**config.mk**
```make
export PLATFORM = sky130hd
export DESIGN_NAME = counting_semaphore_wait_queue
export DESIGN_NICKNAME = d
export VERILOG_FILES = /design/src/design/csq_pkg.sv /design/src/design/csq_ctrl.sv /design/src/design/csq_dpath.sv /design/src/design/counting_semaphore_wait_queue.sv
export SDC_FILE = /design/constraint.sdc
export NUM_CORES = 1
export LEC_CHECK = 0
export ABC_AREA = 1
export CAP_MARGIN = 20
export CORE_ASPECT_RATIO = 0.5
export CORE_UTILIZATION = 40
export CTS_BUF_LIST = sky130_fd_sc_hd__clkbuf_4
export DETAILED_ROUTE_END_ITERATION = 10
export DONT_BUFFER_PORTS = 1
export PLACE_DENSITY = 0.66
export SETUP_SLACK_MARGIN = 0.1
export SYNTH_ARGS = -nofsm -noshare
export SYNTH_HDL_FRONTEND = slang
export SYNTH_HIERARCHICAL = 1
export SYNTH_SLANG_ARGS = --single-unit
```
**constraint.sdc**
```tcl
create_clock -name i_clk -period 5.6 [get_ports i_clk]
set_input_delay 0.28 -clock i_clk [delete_from_list [all_inputs] [get_ports i_clk]]
set_output_delay 0.28 -clock i_clk [all_outputs]
set_load 0.005 [all_outputs]
```
**src/design/csq_pkg.sv**
```systemverilog
// shared types and constants for the counting semaphore wait queue
`timescale 1ns / 1ps

package csq_pkg;

    // fixed field widths of the transaction payloads
    localparam int CSQ_OP_W      = 2;
    localparam int CSQ_TASK_W    = 8;
    localparam int CSQ_STATUS_W  = 4;
    localparam int CSQ_COUNT_W   = 16;
    localparam int CSQ_WAITERS_W = 5;
    localparam int CSQ_CFG_W     = 16;

    // request operations
    typedef enum logic [CSQ_OP_W-1:0] {
        OP_ACQUIRE     = 2'd0,
        OP_TRY_ACQUIRE = 2'd1,
        OP_RELEASE     = 2'd2,
        OP_CANCEL      = 2'd3
    } t_csq_op;

    // result status codes
    typedef enum logic [CSQ_STATUS_W-1:0] {
        ST_GRANTED    = 4'd0,
        ST_QUEUED     = 4'd1,
        ST_TRY_FAILED = 4'd2,
        ST_RAISED     = 4'd3,
        ST_WOKEN      = 4'd4,
        ST_CANCELLED  = 4'd5,
        ST_NOT_FOUND  = 4'd6,
        ST_QUEUE_FULL = 4'd7,
        ST_SATURATED  = 4'd8
    } t_csq_status;

    // request transaction
    typedef struct packed {
        logic [CSQ_OP_W-1:0]   op;
        logic [CSQ_TASK_W-1:0] task_id;
    } t_csq_in;

    // result transaction
    typedef struct packed {
        logic [CSQ_STATUS_W-1:0]  status;
        logic [CSQ_TASK_W-1:0]    woken_task;
        logic [CSQ_COUNT_W-1:0]   count_now;
        logic [CSQ_WAITERS_W-1:0] waiters_now;
    } t_csq_out;

    // controller to datapath commands
    typedef struct packed {
        logic        load;
        logic        cnt_dec;
        logic        cnt_inc;
        logic        enq;
        logic        deq;
        logic        drop;
        logic        idx_inc;
        logic        shift_wr;
        logic        rd_next;
        logic        emit;
        t_csq_status status;
    } t_csq_cmd;

    // datapath to controller status
    typedef struct packed {
        logic cnt_zero;
        logic cnt_max;
        logic q_empty;
        logic q_full;
        logic match;
        logic last;
    } t_csq_stat;

endpackage

```
**src/design/csq_ctrl.sv**
```systemverilog
// control state machine for the counting semaphore wait queue
`timescale 1ns / 1ps

module csq_ctrl
    import csq_pkg::*;
(
    input  logic                i_clk,
    input  logic                i_rst_n,
    input  logic                i_in_valid,
    input  logic [CSQ_OP_W-1:0] i_op,
    output logic                o_in_ready,
    output logic                o_out_valid,
    input  logic                i_out_ready,
    input  t_csq_stat           i_stat,
    output t_csq_cmd            o_cmd
);

    typedef enum logic [2:0] {
        S_IDLE,
        S_EXEC,
        S_SCAN,
        S_SHIFT,
        S_DONE
    } t_state;

    t_state      r_state, n_state;
    t_csq_op     r_op, n_op;
    t_csq_status r_status, n_status;
    logic        r_out_valid, n_out_valid;
    logic        finish;
    logic        out_free;

    // output register can take a new transaction
    assign out_free    = !r_out_valid || i_out_ready;
    assign o_in_ready  = (r_state == S_IDLE);
    assign o_out_valid = r_out_valid;

    // next state and commands
    always_comb begin
        n_state     = r_state;
        n_op        = r_op;
        n_status    = r_status;
        n_out_valid = r_out_valid && !i_out_ready;
        finish      = 1'b0;
        o_cmd       = '0;
        o_cmd.rd_next = (r_state == S_SCAN) || (r_state == S_SHIFT);

        unique case (r_state)
            S_IDLE: begin
                if (i_in_valid) begin
                    o_cmd.load = 1'b1;
                    n_op       = t_csq_op'(i_op);
                    n_state    = S_EXEC;
                end
            end
            S_EXEC: begin
                unique case (r_op)
                    OP_ACQUIRE: begin
                        finish = 1'b1;
                        if (!i_stat.cnt_zero) begin
                            o_cmd.cnt_dec = 1'b1;
                            n_status      = ST_GRANTED;
                        end else if (!i_stat.q_full) begin
                            o_cmd.enq = 1'b1;
                            n_status  = ST_QUEUED;
                        end else begin
                            n_status = ST_QUEUE_FULL;
                        end
                    end
                    OP_TRY_ACQUIRE: begin
                        finish = 1'b1;
                        if (!i_stat.cnt_zero) begin
                            o_cmd.cnt_dec = 1'b1;
                            n_status      = ST_GRANTED;
                        end else begin
                            n_status = ST_TRY_FAILED;
                        end
                    end
                    OP_RELEASE: begin
                        finish = 1'b1;
                        if (!i_stat.q_empty) begin
                            o_cmd.deq = 1'b1;
                            n_status  = ST_WOKEN;
                        end else if (i_stat.cnt_max) begin
                            n_status = ST_SATURATED;
                        end else begin
                            o_cmd.cnt_inc = 1'b1;
                            n_status      = ST_RAISED;
                        end
                    end
                    OP_CANCEL: begin
                        if (i_stat.q_empty) begin
                            finish   = 1'b1;
                            n_status = ST_NOT_FOUND;
                        end else begin
                            n_state = S_SCAN;
                        end
                    end
                endcase
            end
            S_SCAN: begin
                // walk the queue oldest first, one entry per cycle
                if (i_stat.match) begin
                    if (i_stat.last) begin
                        o_cmd.drop = 1'b1;
                        finish     = 1'b1;
                        n_status   = ST_CANCELLED;
                    end else begin
                        o_cmd.idx_inc = 1'b1;
                        n_state       = S_SHIFT;
                    end
                end else if (i_stat.last) begin
                    finish   = 1'b1;
                    n_status = ST_NOT_FOUND;
                end else begin
                    o_cmd.idx_inc = 1'b1;
                end
            end
            S_SHIFT: begin
                // close the gap, moving younger entries down by one
                o_cmd.shift_wr = 1'b1;
                o_cmd.idx_inc  = 1'b1;
                if (i_stat.last) begin
                    o_cmd.drop = 1'b1;
                    finish     = 1'b1;
                    n_status   = ST_CANCELLED;
                end
            end
            S_DONE: begin
                finish = 1'b1;
            end
            default: begin
                n_state = S_IDLE;
            end
        endcase

        // hand the result to the output register
        if (finish) begin
            if (out_free) begin
                o_cmd.emit  = 1'b1;
                n_out_valid = 1'b1;
                n_state     = S_IDLE;
            end else begin
                n_state = S_DONE;
            end
        end

        o_cmd.status = n_status;
    end

    // state and registered outputs
    always_ff @(posedge i_clk) begin
        if (!i_rst_n) begin
            r_state     <= S_IDLE;
            r_op        <= OP_ACQUIRE;
            r_status    <= ST_GRANTED;
            r_out_valid <= 1'b0;
        end else begin
            r_state     <= n_state;
            r_op        <= n_op;
            r_status    <= n_status;
            r_out_valid <= n_out_valid;
        end
    end

endmodule

```
**src/design/csq_dpath.sv**
```systemverilog
// count, waiter ring memory and result register of the semaphore
`timescale 1ns / 1ps

module csq_dpath
    import csq_pkg::*;
#(
    parameter int MAX_WAITERS  = 16,
    parameter int TASK_ID_BITS = 8,
    parameter int COUNT_BITS   = 16
) (
    input  logic                  i_clk,
    input  logic                  i_rst_n,
    input  logic                  i_cfg_wr_en,
    input  logic [CSQ_CFG_W-1:0]  i_cfg_wr_data,
    input  logic [CSQ_TASK_W-1:0] i_task_id,
    input  t_csq_cmd              i_cmd,
    output t_csq_stat             o_stat,
    output t_csq_out              o_out
);

    localparam int IDX_W = (MAX_WAITERS > 1) ? $clog2(MAX_WAITERS) : 1;
    localparam int CNT_W = $clog2(MAX_WAITERS + 1);
    localparam int SUM_W = CNT_W + 1;

    logic [TASK_ID_BITS-1:0] r_waiter_ids [MAX_WAITERS];
    logic [TASK_ID_BITS-1:0] r_rd_data;
    logic [TASK_ID_BITS-1:0] r_task_id, n_task_id;
    logic [TASK_ID_BITS-1:0] r_woken, n_woken;
    logic [COUNT_BITS-1:0]   r_count, n_count;
    logic [CNT_W-1:0]        r_total, n_total;
    logic [CNT_W-1:0]        r_idx, n_idx;
    logic [IDX_W-1:0]        r_head, n_head;
    t_csq_out                r_out;

    logic [CNT_W-1:0]                   idx_plus;
    logic [CNT_W-1:0]                   rd_off;
    logic [IDX_W-1:0]                   rd_addr;
    logic [IDX_W-1:0]                   wr_addr;
    logic [TASK_ID_BITS-1:0]            wr_data;
    logic                               wr_en;
    logic [COUNT_BITS+CSQ_CFG_W-1:0]    cfg_ext;
    logic [TASK_ID_BITS+CSQ_TASK_W-1:0] task_ext;
    logic [TASK_ID_BITS+CSQ_TASK_W-1:0] woken_ext;
    logic [COUNT_BITS+CSQ_COUNT_W-1:0]  count_ext;
    logic [CNT_W+CSQ_WAITERS_W-1:0]     total_ext;

    // ring position, sum stays below twice the depth
    function automatic logic [IDX_W-1:0] wrap_idx(input logic [SUM_W-1:0] s);
        logic [SUM_W-1:0] t;
        t = (s >= SUM_W'(MAX_WAITERS)) ? s - SUM_W'(MAX_WAITERS) : s;
        return t[IDX_W-1:0];
    endfunction

    // width adaptation of fields
    assign cfg_ext   = {{COUNT_BITS{1'b0}}, i_cfg_wr_data};
    assign task_ext  = {{TASK_ID_BITS{1'b0}}, i_task_id};
    assign woken_ext = {{CSQ_TASK_W{1'b0}}, n_woken};
    assign count_ext = {{CSQ_COUNT_W{1'b0}}, n_count};
    assign total_ext = {{CSQ_WAITERS_W{1'b0}}, n_total};

    // memory addressing, a new request reads the oldest waiter
    assign idx_plus = r_idx + CNT_W'(1);
    assign rd_off   = i_cmd.load ? '0 : (i_cmd.rd_next ? idx_plus : r_idx);
    assign rd_addr  = wrap_idx(SUM_W'(r_head) + SUM_W'(rd_off));
    assign wr_en    = i_cmd.enq || i_cmd.shift_wr;
    assign wr_addr  = i_cmd.shift_wr
                    ? wrap_idx(SUM_W'(r_head) + SUM_W'(r_idx) - SUM_W'(1))
                    : wrap_idx(SUM_W'(r_head) + SUM_W'(r_total));
    assign wr_data  = i_cmd.shift_wr ? r_rd_data : r_task_id;

    // status toward the controller
    assign o_stat.cnt_zero = (r_count == '0);
    assign o_stat.cnt_max  = &r_count;
    assign o_stat.q_empty  = (r_total == '0);
    assign o_stat.q_full   = (r_total == CNT_W'(MAX_WAITERS));
    assign o_stat.match    = (r_rd_data == r_task_id);
    assign o_stat.last     = (idx_plus == r_total);

    // next values of count, queue pointers and scan index
    always_comb begin
        n_count   = r_count;
        n_total   = r_total;
        n_head    = r_head;
        n_idx     = r_idx;
        n_task_id = r_task_id;
        n_woken   = r_woken;
        priority if (i_cfg_wr_en) begin
            n_count = cfg_ext[COUNT_BITS-1:0];
        end else if (i_cmd.cnt_dec) begin
            n_count = r_count - COUNT_BITS'(1);
        end else if (i_cmd.cnt_inc) begin
            n_count = r_count + COUNT_BITS'(1);
        end
        priority if (i_cmd.enq) begin
            n_total = r_total + CNT_W'(1);
        end else if (i_cmd.deq || i_cmd.drop) begin
            n_total = r_total - CNT_W'(1);
        end
        if (i_cmd.deq) begin
            n_head  = wrap_idx(SUM_W'(r_head) + SUM_W'(1));
            n_woken = r_rd_data;
        end
        priority if (i_cmd.load) begin
            n_idx     = '0;
            n_task_id = task_ext[TASK_ID_BITS-1:0];
            n_woken   = '0;
        end else if (i_cmd.idx_inc) begin
            n_idx = idx_plus;
        end
    end

    // control registers
    always_ff @(posedge i_clk) begin
        if (!i_rst_n) begin
            r_count <= COUNT_BITS'(1);
            r_total <= '0;
            r_head  <= '0;
            r_idx   <= '0;
        end else begin
            r_count <= n_count;
            r_total <= n_total;
            r_head  <= n_head;
            r_idx   <= n_idx;
        end
    end

    // payload registers
    always_ff @(posedge i_clk) begin
        r_task_id <= n_task_id;
        r_woken   <= n_woken;
        if (i_cmd.emit) begin
            r_out.status      <= i_cmd.status;
            r_out.woken_task  <= woken_ext[CSQ_TASK_W-1:0];
            r_out.count_now   <= count_ext[CSQ_COUNT_W-1:0];
            r_out.waiters_now <= total_ext[CSQ_WAITERS_W-1:0];
        end
    end

    // waiter ring, one write and one registered read per cycle
    always_ff @(posedge i_clk) begin
        if (wr_en) begin
            r_waiter_ids[wr_addr] <= wr_data;
        end
        r_rd_data <= r_waiter_ids[rd_addr];
    end

    assign o_out = r_out;

endmodule

```
**src/design/counting_semaphore_wait_queue.sv**
```systemverilog
// top level of the counting semaphore with a first-in first-out wait queue
//
//   channel  | signals                          | direction | transaction
//   ---------+----------------------------------+-----------+-------------------------
//   request  | i_in_valid, o_in_ready, i_in     | in        | op, task_id
//   result   | o_out_valid, i_out_ready, o_out  | out       | status, woken_task, counts
//   config   | i_cfg_wr_en, i_cfg_wr_data       | in        | initial_count, no wait
//
// acquire, try-acquire and release are accepted in S_IDLE, then executed in S_EXEC;
// cancel then has the single read port of the waiter ring walk the queue one entry
// a cycle until a match or the end, then on a match the same port closes the gap.
// reset loads a count of one; the ring is not cleared.
// a result waits in the output register while the next request is taken;
// a second result is held until the first one is delivered.
`timescale 1ns / 1ps

module counting_semaphore_wait_queue
    import csq_pkg::*;
#(
    parameter int MAX_WAITERS  = 16,
    parameter int TASK_ID_BITS = 8,
    parameter int COUNT_BITS   = 16
) (
    input  logic                 i_clk,
    input  logic                 i_rst_n,
    input  logic                 i_cfg_wr_en,
    input  logic [CSQ_CFG_W-1:0] i_cfg_wr_data,
    input  logic                 i_in_valid,
    output logic                 o_in_ready,
    input  t_csq_in              i_in,
    output logic                 o_out_valid,
    input  logic                 i_out_ready,
    output t_csq_out             o_out
);

    t_csq_cmd  cmd;
    t_csq_stat stat;

    // sequencer
    csq_ctrl u_csq_ctrl (
        .i_clk       (i_clk),
        .i_rst_n     (i_rst_n),
        .i_in_valid  (i_in_valid),
        .i_op        (i_in.op),
        .o_in_ready  (o_in_ready),
        .o_out_valid (o_out_valid),
        .i_out_ready (i_out_ready),
        .i_stat      (stat),
        .o_cmd       (cmd)
    );

    // count, waiter ring and result register
    csq_dpath #(
        .MAX_WAITERS  (MAX_WAITERS),
        .TASK_ID_BITS (TASK_ID_BITS),
        .COUNT_BITS   (COUNT_BITS)
    ) u_csq_dpath (
        .i_clk         (i_clk),
        .i_rst_n       (i_rst_n),
        .i_cfg_wr_en   (i_cfg_wr_en),
        .i_cfg_wr_data (i_cfg_wr_data),
        .i_task_id     (i_in.task_id),
        .i_cmd         (cmd),
        .o_stat        (stat),
        .o_out         (o_out)
    );

endmodule

```
==> results of run 1 <==
metrics by stage:
stage               total power [mW]  util (%)  instance area [um^2]
floorplan                       3.52         -                 10300
finish                          5.32      46.2                 11700
detailed placement              4.00      42.2                 10600
CTS                             5.35      46.1                 11600
global placement                3.95      42.2                 10600
global route                    5.67      46.2                 11700
worst min-delay path: cells and delay by family:
kind	cells	cell delay (ns)
buf+inv	1	0.03
simple gates	4	0.38
path summary, 6_finish.rpt:
path / from / to / slack, ns / depth (start not counted)
worst max-delay path: u_csq_ctrl/r_state[2] / u_csq_dpath/r_rd_data[3] / 1.76 / 15
worst min-delay path: i_in_valid / u_csq_ctrl/r_state[1] / 0.1 / 5
worst max register to register: u_csq_ctrl/r_state[2] / u_csq_dpath/r_rd_data[3] / 1.76 / 15
worst min register to register: u_csq_ctrl/r_op[0] / u_csq_ctrl/r_op[0] / 0.51 / 2
metal layers:
metal	up-vias	global-route usage [%]	part of all wire [%]
met2	238	28.1	44
met5	-	0	0
met3	55	5.17	7.9
met1	3531	23.8	45
li1	3729	-	-
met4	0	6.76	2.8
power groups by stage:
stage                     Sequential [mW]  Clock (mW)  Combinational (mW)
after floorplan                      2.27           0                1.26
after global placement               2.33           0                1.62
after detailed placement             2.33           0                1.67
after CTS                            2.30        1.36                1.70
after global routing                 2.31        1.44                1.92
final                                2.30        1.31                1.71
cell families (layout without fill, tap and decap cells):
logic type	Yosys count	in the layout	synth area share [%]
flops	225	225	60.1
simple gates	445	445	18.3
compound gates	181	181	9.24
buf+inv	150	252	5.83
xor+xnor	24	24	2.48
other cells	0	1	0
mux	16	16	1.55
fa+ha+maj	19	19	2.53
placed cells by master, fill, tap and decap left out, types with 2 or more instances in the layout:
cell type      instances
nand2_1              200
edfxtp_1             169
nor2_1               152
o21ai_0              112
inv_1                110
clkbuf_4              83
dfxtp_1               56
nand3_1               51
a21oi_1               33
dlygate4sd3_1         31
o22ai_1               17
mux2i_1               16
ha_1                  15
clkinv_1              12
xor2_1                11
nand4_1                9
o21ai_1                9
xnor2_1                9
nor3_1                 7
buf_4                  7
inv_2                  5
nor2_4                 5
o211ai_1               5
or2_2                  4
nor4_1                 4
nand2_4                3
nor2_2                 3
nand2_2                3
fa_1                   3
clkinvlp_4             2
xor2_4                 2
xor2_2                 2
area by class of cell:
type | count | area, um^2
timing repair buffer | 39 | 378
tap | 344 | 430
antenna | 1 | 2.50
clock inverter | 14 | 67.6
fill | 2427 | 13600
clock buffer | 83 | 623
sequential | 225 | 6200
multi-input combinational | 685 | 3520
inverter | 116 | 435
state kept, by name, summed over array words and instances, names as in the netlist:
| name | flops |
|---|---|
| u_csq_dpath/r_head | 4 |
| u_csq_dpath/r_count | 16 |
| u_csq_ctrl/r_op | 2 |
| u_csq_dpath/r_total | 5 |
| u_csq_dpath/r_rd_data | 8 |
| u_csq_ctrl/r_state | 3 |
| u_csq_dpath/r_idx | 5 |
| u_csq_ctrl/o_out_valid | 1 |
| u_csq_dpath/r_task_id | 8 |
| u_csq_dpath/r_woken | 8 |
| u_csq_dpath/r_waiter_ids | 128 |
| u_csq_ctrl/r_status | 4 |
| u_csq_dpath/o_out | 33 |
==> run metrics, run 1 <==
Layout Nets between 1,000 and 1,500; CP peak stage delay 0.49 ns; Top delay family on crit path buffers and inverters; DRT antenna net count 0; Die Wd 229 um; placed cells 1,377; Sw Pwr 2.00 mW; CTS Sinks 225; Synth-to-Final Area Change 13.1%; synth warn 6; Post-Route WL 23,800 um; post-synthesis sequential area ratio 60.1%; vias per cell 5.01; Critical path buffers and inverters 4; Max-Cap Viols 0; root buffer cell clkbuf_4; worst ir drop on vdd about 0.32 mV; status finished clean; H-tree depth 2; Post-CTS Repair Setup Buffers 0; 1st-pass router iterations 5; mapped cell area 0.0103 mm^2; share of cells above drive strength 1 10.8%; CTS Hold Bufs 31; Crit Path Category register to register; pre-CTS setup slack 1.65 ns; largest net degree at the start of global routing 65; fmax 0.260 GHz; DR vias 7,553; CTS Buf Count 53; Yosys cell types between 40 and 50; crit path max-delay cell type buf_4; standard-cell row count roughly 40; Final Max Slew Viols 0; number of global-route vias before repair between 7,000 and 8,000; synth cell count leaders 200 x nand2_1, 169 x edfxtp_1, 152 x nor2_1, 112 x o21ai_0, 110 x inv_1; crit path time final 3.84 ns; flop and latch count out of synthesis 225; clock-pin slew on the worst setup and hold paths 0.06 ns; dominant cell type by area after synthesis edfxtp_1; Final WS setup ~1.8 ns; Initial Utilization roughly two fifths; first-pass GRT wire length 37,300 um; most used cell, CP o21ai_0; switching share of power 37.6%; Critical Path, Cell by Cell nor3_1 > nand2_1 > inv_1 > inv_1 > o21ai_0 > a21oi_1 > ha_2 > fa_1 > buf_4 > o21ai_0 > o21ai_0 > inv_1 > o21ai_0 > nand2_1 > nand2_1; DR iter-0 viols 596; ranking of synthesized cells by area edfxtp_1 49%, dfxtp_1 11%, nand2_1 7.3%, nor2_1 5.5%, o21ai_0 5.4%; largest buffer count on any clock path 3; most common cell in the netlist nand2_1; total power density per cell area about 460 mW/mm^2; Pint 3.32 mW; Combinational Power Share 32.1%; final hold slack 0.0975 ns; final hold vios 0; Setup crit end kind register; FFs w/ async S/R, synth 0%; Post-synth EDFFs 169; area share of the largest cell type after synthesis 49.2%; final setup fails 0; die area 0.0265 mm^2; RSZ-0062 raised after global routing no; global route overflow 0; syn nets 1,110; antenna violations before repair 1; Ports 66; Tot GR Track Use between 15 and 20%; TNS Setup 0 ns; Die Y around 120 um; Syn Area/Cell 9.72 um^2; critical path peak fanout 64; final std cells w/o fill 1,507; CP arrival 4.44 ns; GPL Wtd Cong 0.903; CORE AREA 0.0252 mm^2; Hold Crit Class input pin to register; clk_skew 0.0472 ns; Worst-Margin Slew 0.991 ns; max_slew headroom between 30 and 40%; ys flop type edfxtp_1; Worst Path Required 6.19 ns; CP Launch Type register; post-cts gate resize count 0; Clk pwr share 24.7%; Port Buffer Count 0; leak pwr 4.54 nW; Flop pwr share 43.2%; post-detail-place hpwl ~16,000 um; post-DR wirelength/cell 15.8 um; fin crit share 68.7%; DRC 0; TritonCTS clock tree built; Cells after Synth 1,060; worst skew pair latency between 0.6 and 0.7 ns
Power figures use the tool's default switching activity.
==> run 2: changes to the inputs <==
- clock period: 5.6 -> 4 ns (I/O delays scaled with it)
==> run metrics, run 2 (synthesis gave the netlist of run 1 again) <==
root buffer cell clkbuf_4; CTS Buf Count 52; DR iter-0 viols 588; Die Y 116 um; Setup crit end kind register; RSZ-0062 raised after global routing no; Max-Cap Viols 0; DR vias 7,497; 1st-pass router iterations 6; Worst Path Required around 4.3 ns; max_slew headroom 42.6%; Ports 66; TNS Setup 0 ns; fillers 2,365; critical path peak fanout 8; TritonCTS clock tree built; Tot Pwr 7.54 mW; first-pass GRT wire length between 30,000 and 40,000 um; antenna violations before repair 1; final setup fails 0; Port Buffer Count 0; global route overflow 0; Worst-Margin Slew 0.857 ns; clock-pin slew on the worst setup and hold paths 0.07 ns; vias per cell 4.95; fin crit share between 80% and 90%; leak pwr around 4.6 nW; crit path time final 3.50 ns; leading cell type in the layout, fill and taps excluded nand2_1; die area 0.0265 mm^2; fmax 0.285 GHz; final hold vios 0; CTS Sinks about 230; Crit Path Category register to register; clk_skew approximately 0.046 ns; GPL Wtd Cong approximately 0.9; DRT antenna net count 0; post-detail-place hpwl 15,800 um; worst skew pair latency 0.66 ns; standard-cell row count 41; post-DR wirelength/cell 15.5 um; r2r setup slk 0.50 ns; CP arrival 3.79 ns; CORE AREA around 0.025 mm^2; Hold Crit Class input pin to register; total power density per cell area 642 mW/mm^2; Final Max Slew Viols 0; Initial Utilization 40.8%; Die Wd approximately 230 um; H-tree depth 2; DRC 0; Tot GR Track Use 18.0%; Layout Nets about 1,200; number of global-route vias before repair 7,469; commonest non-fill, non-tap cells in the layout 200 x nand2_1, 169 x edfxtp_1, 152 x nor2_1, 112 x o21ai_0, 110 x inv_1; largest net degree at the start of global routing 65; max reg flops approximately 130; worst ir drop on vdd ~0.24 mV; largest buffer count on any clock path 3; post-cts gate resize count 0; Synth-to-Final Area Change 13.9%; share of cells above drive strength 1 11.5%; CP Launch Type register; Largest Register u_csq_dpath/r_waiter_ids; CTS Hold Bufs 31; Post-CTS Repair Setup Buffers 0; Post-Route WL roughly 23,000 um; status finished clean
[run 2: changes by cell type in the layout (fill, tap and decap cells not counted)]
cell	previous run	this run
clkbuf_4	83	84
inv_8	1	0
clkinv_1	12	11
bufinv_16	0	1
buf_4	7	15
buf_8	1	0
buf_12	0	1
clkinv_2	0	2
clkinvlp_4	2	0
[run 2: worst max-delay path, cell delays in order, from the launching register on]
cell     delay (ns)
dfxtp_1        0.33
inv_1          0.12
ha_1           0.18
nand3_1        0.14
nor2_1         0.17
nand2_1        0.09
nor2_1         0.20
nand2_1        0.11
nor3_1         0.50
inv_1          0.20
nand2_1        0.18
nand3_1        0.21
nor2_1         0.70
[run 2: worst paths after layout]
| check | cells after the start | end | startpoint |
|---|---|---|---|
| worst max-delay path | 12 | u_csq_dpath/r_waiter_ids[9][0] | u_csq_dpath/r_count[0] |
| worst min-delay path | 2 | u_csq_dpath/r_total[2] | i_rst_n |
| worst max register to register | 12 | u_csq_dpath/r_waiter_ids[9][0] | u_csq_dpath/r_count[0] |
| worst min register to register | 2 | u_csq_dpath/r_woken[0] | u_csq_dpath/r_woken[0] |
[run 2: metrics by stage]
stage / utilization (%) / instances / setup slack [ns] / area [um^2] / hold WS (ns)
3_5_place_dp: 42.5 / 1386 / 0.542 / 10700 / 0.294
6_report: 46.5 / 1515 / 0.497 / 11700 / 0.0816
5_1_grt: 46.5 / 1515 / 0.105 / 11700 / 0.0662
2_1_floorplan: - / 1060 / 0.718 / 10300 / 0.284
3_3_place_gp: 42.5 / 1386 / 0.672 / 10700 / 0.298
4_1_cts: 46.5 / 1514 / 0.520 / 11700 / 0.0195
[run 2: area by class of cell]
class / count / area, um^2 / share of cell area (%)
repair buffers: 47 / 443 / 3.77
clock inverters: 13 / 77.6 / 0.661
flip-flops and latches: 225 / 6200 / 52.8
diodes: 1 / 2.50 / 0.0213
multi-input cells: 685 / 3520 / 30.0
inverters: 116 / 435 / 3.71
well taps: 344 / 430 / 3.67
clock buffers: 84 / 631 / 5.37
[run 2: layer usage]
layer	wire length [um]	global-route usage, %	part of all wire [%]
met5	0	0	0
met2	11100	31.5	47
met1	10400	22.3	44
met4	520	6.71	2.2
met3	1490	3.86	6.4
[run 2: power by group]
group / internal [mW] / total [mW] / switching [mW]
Combinational: 0.753 / 2.42 / 1.66
Sequential: 2.98 / 3.22 / 0.238
Clock: 1.01 / 1.90 / 0.889
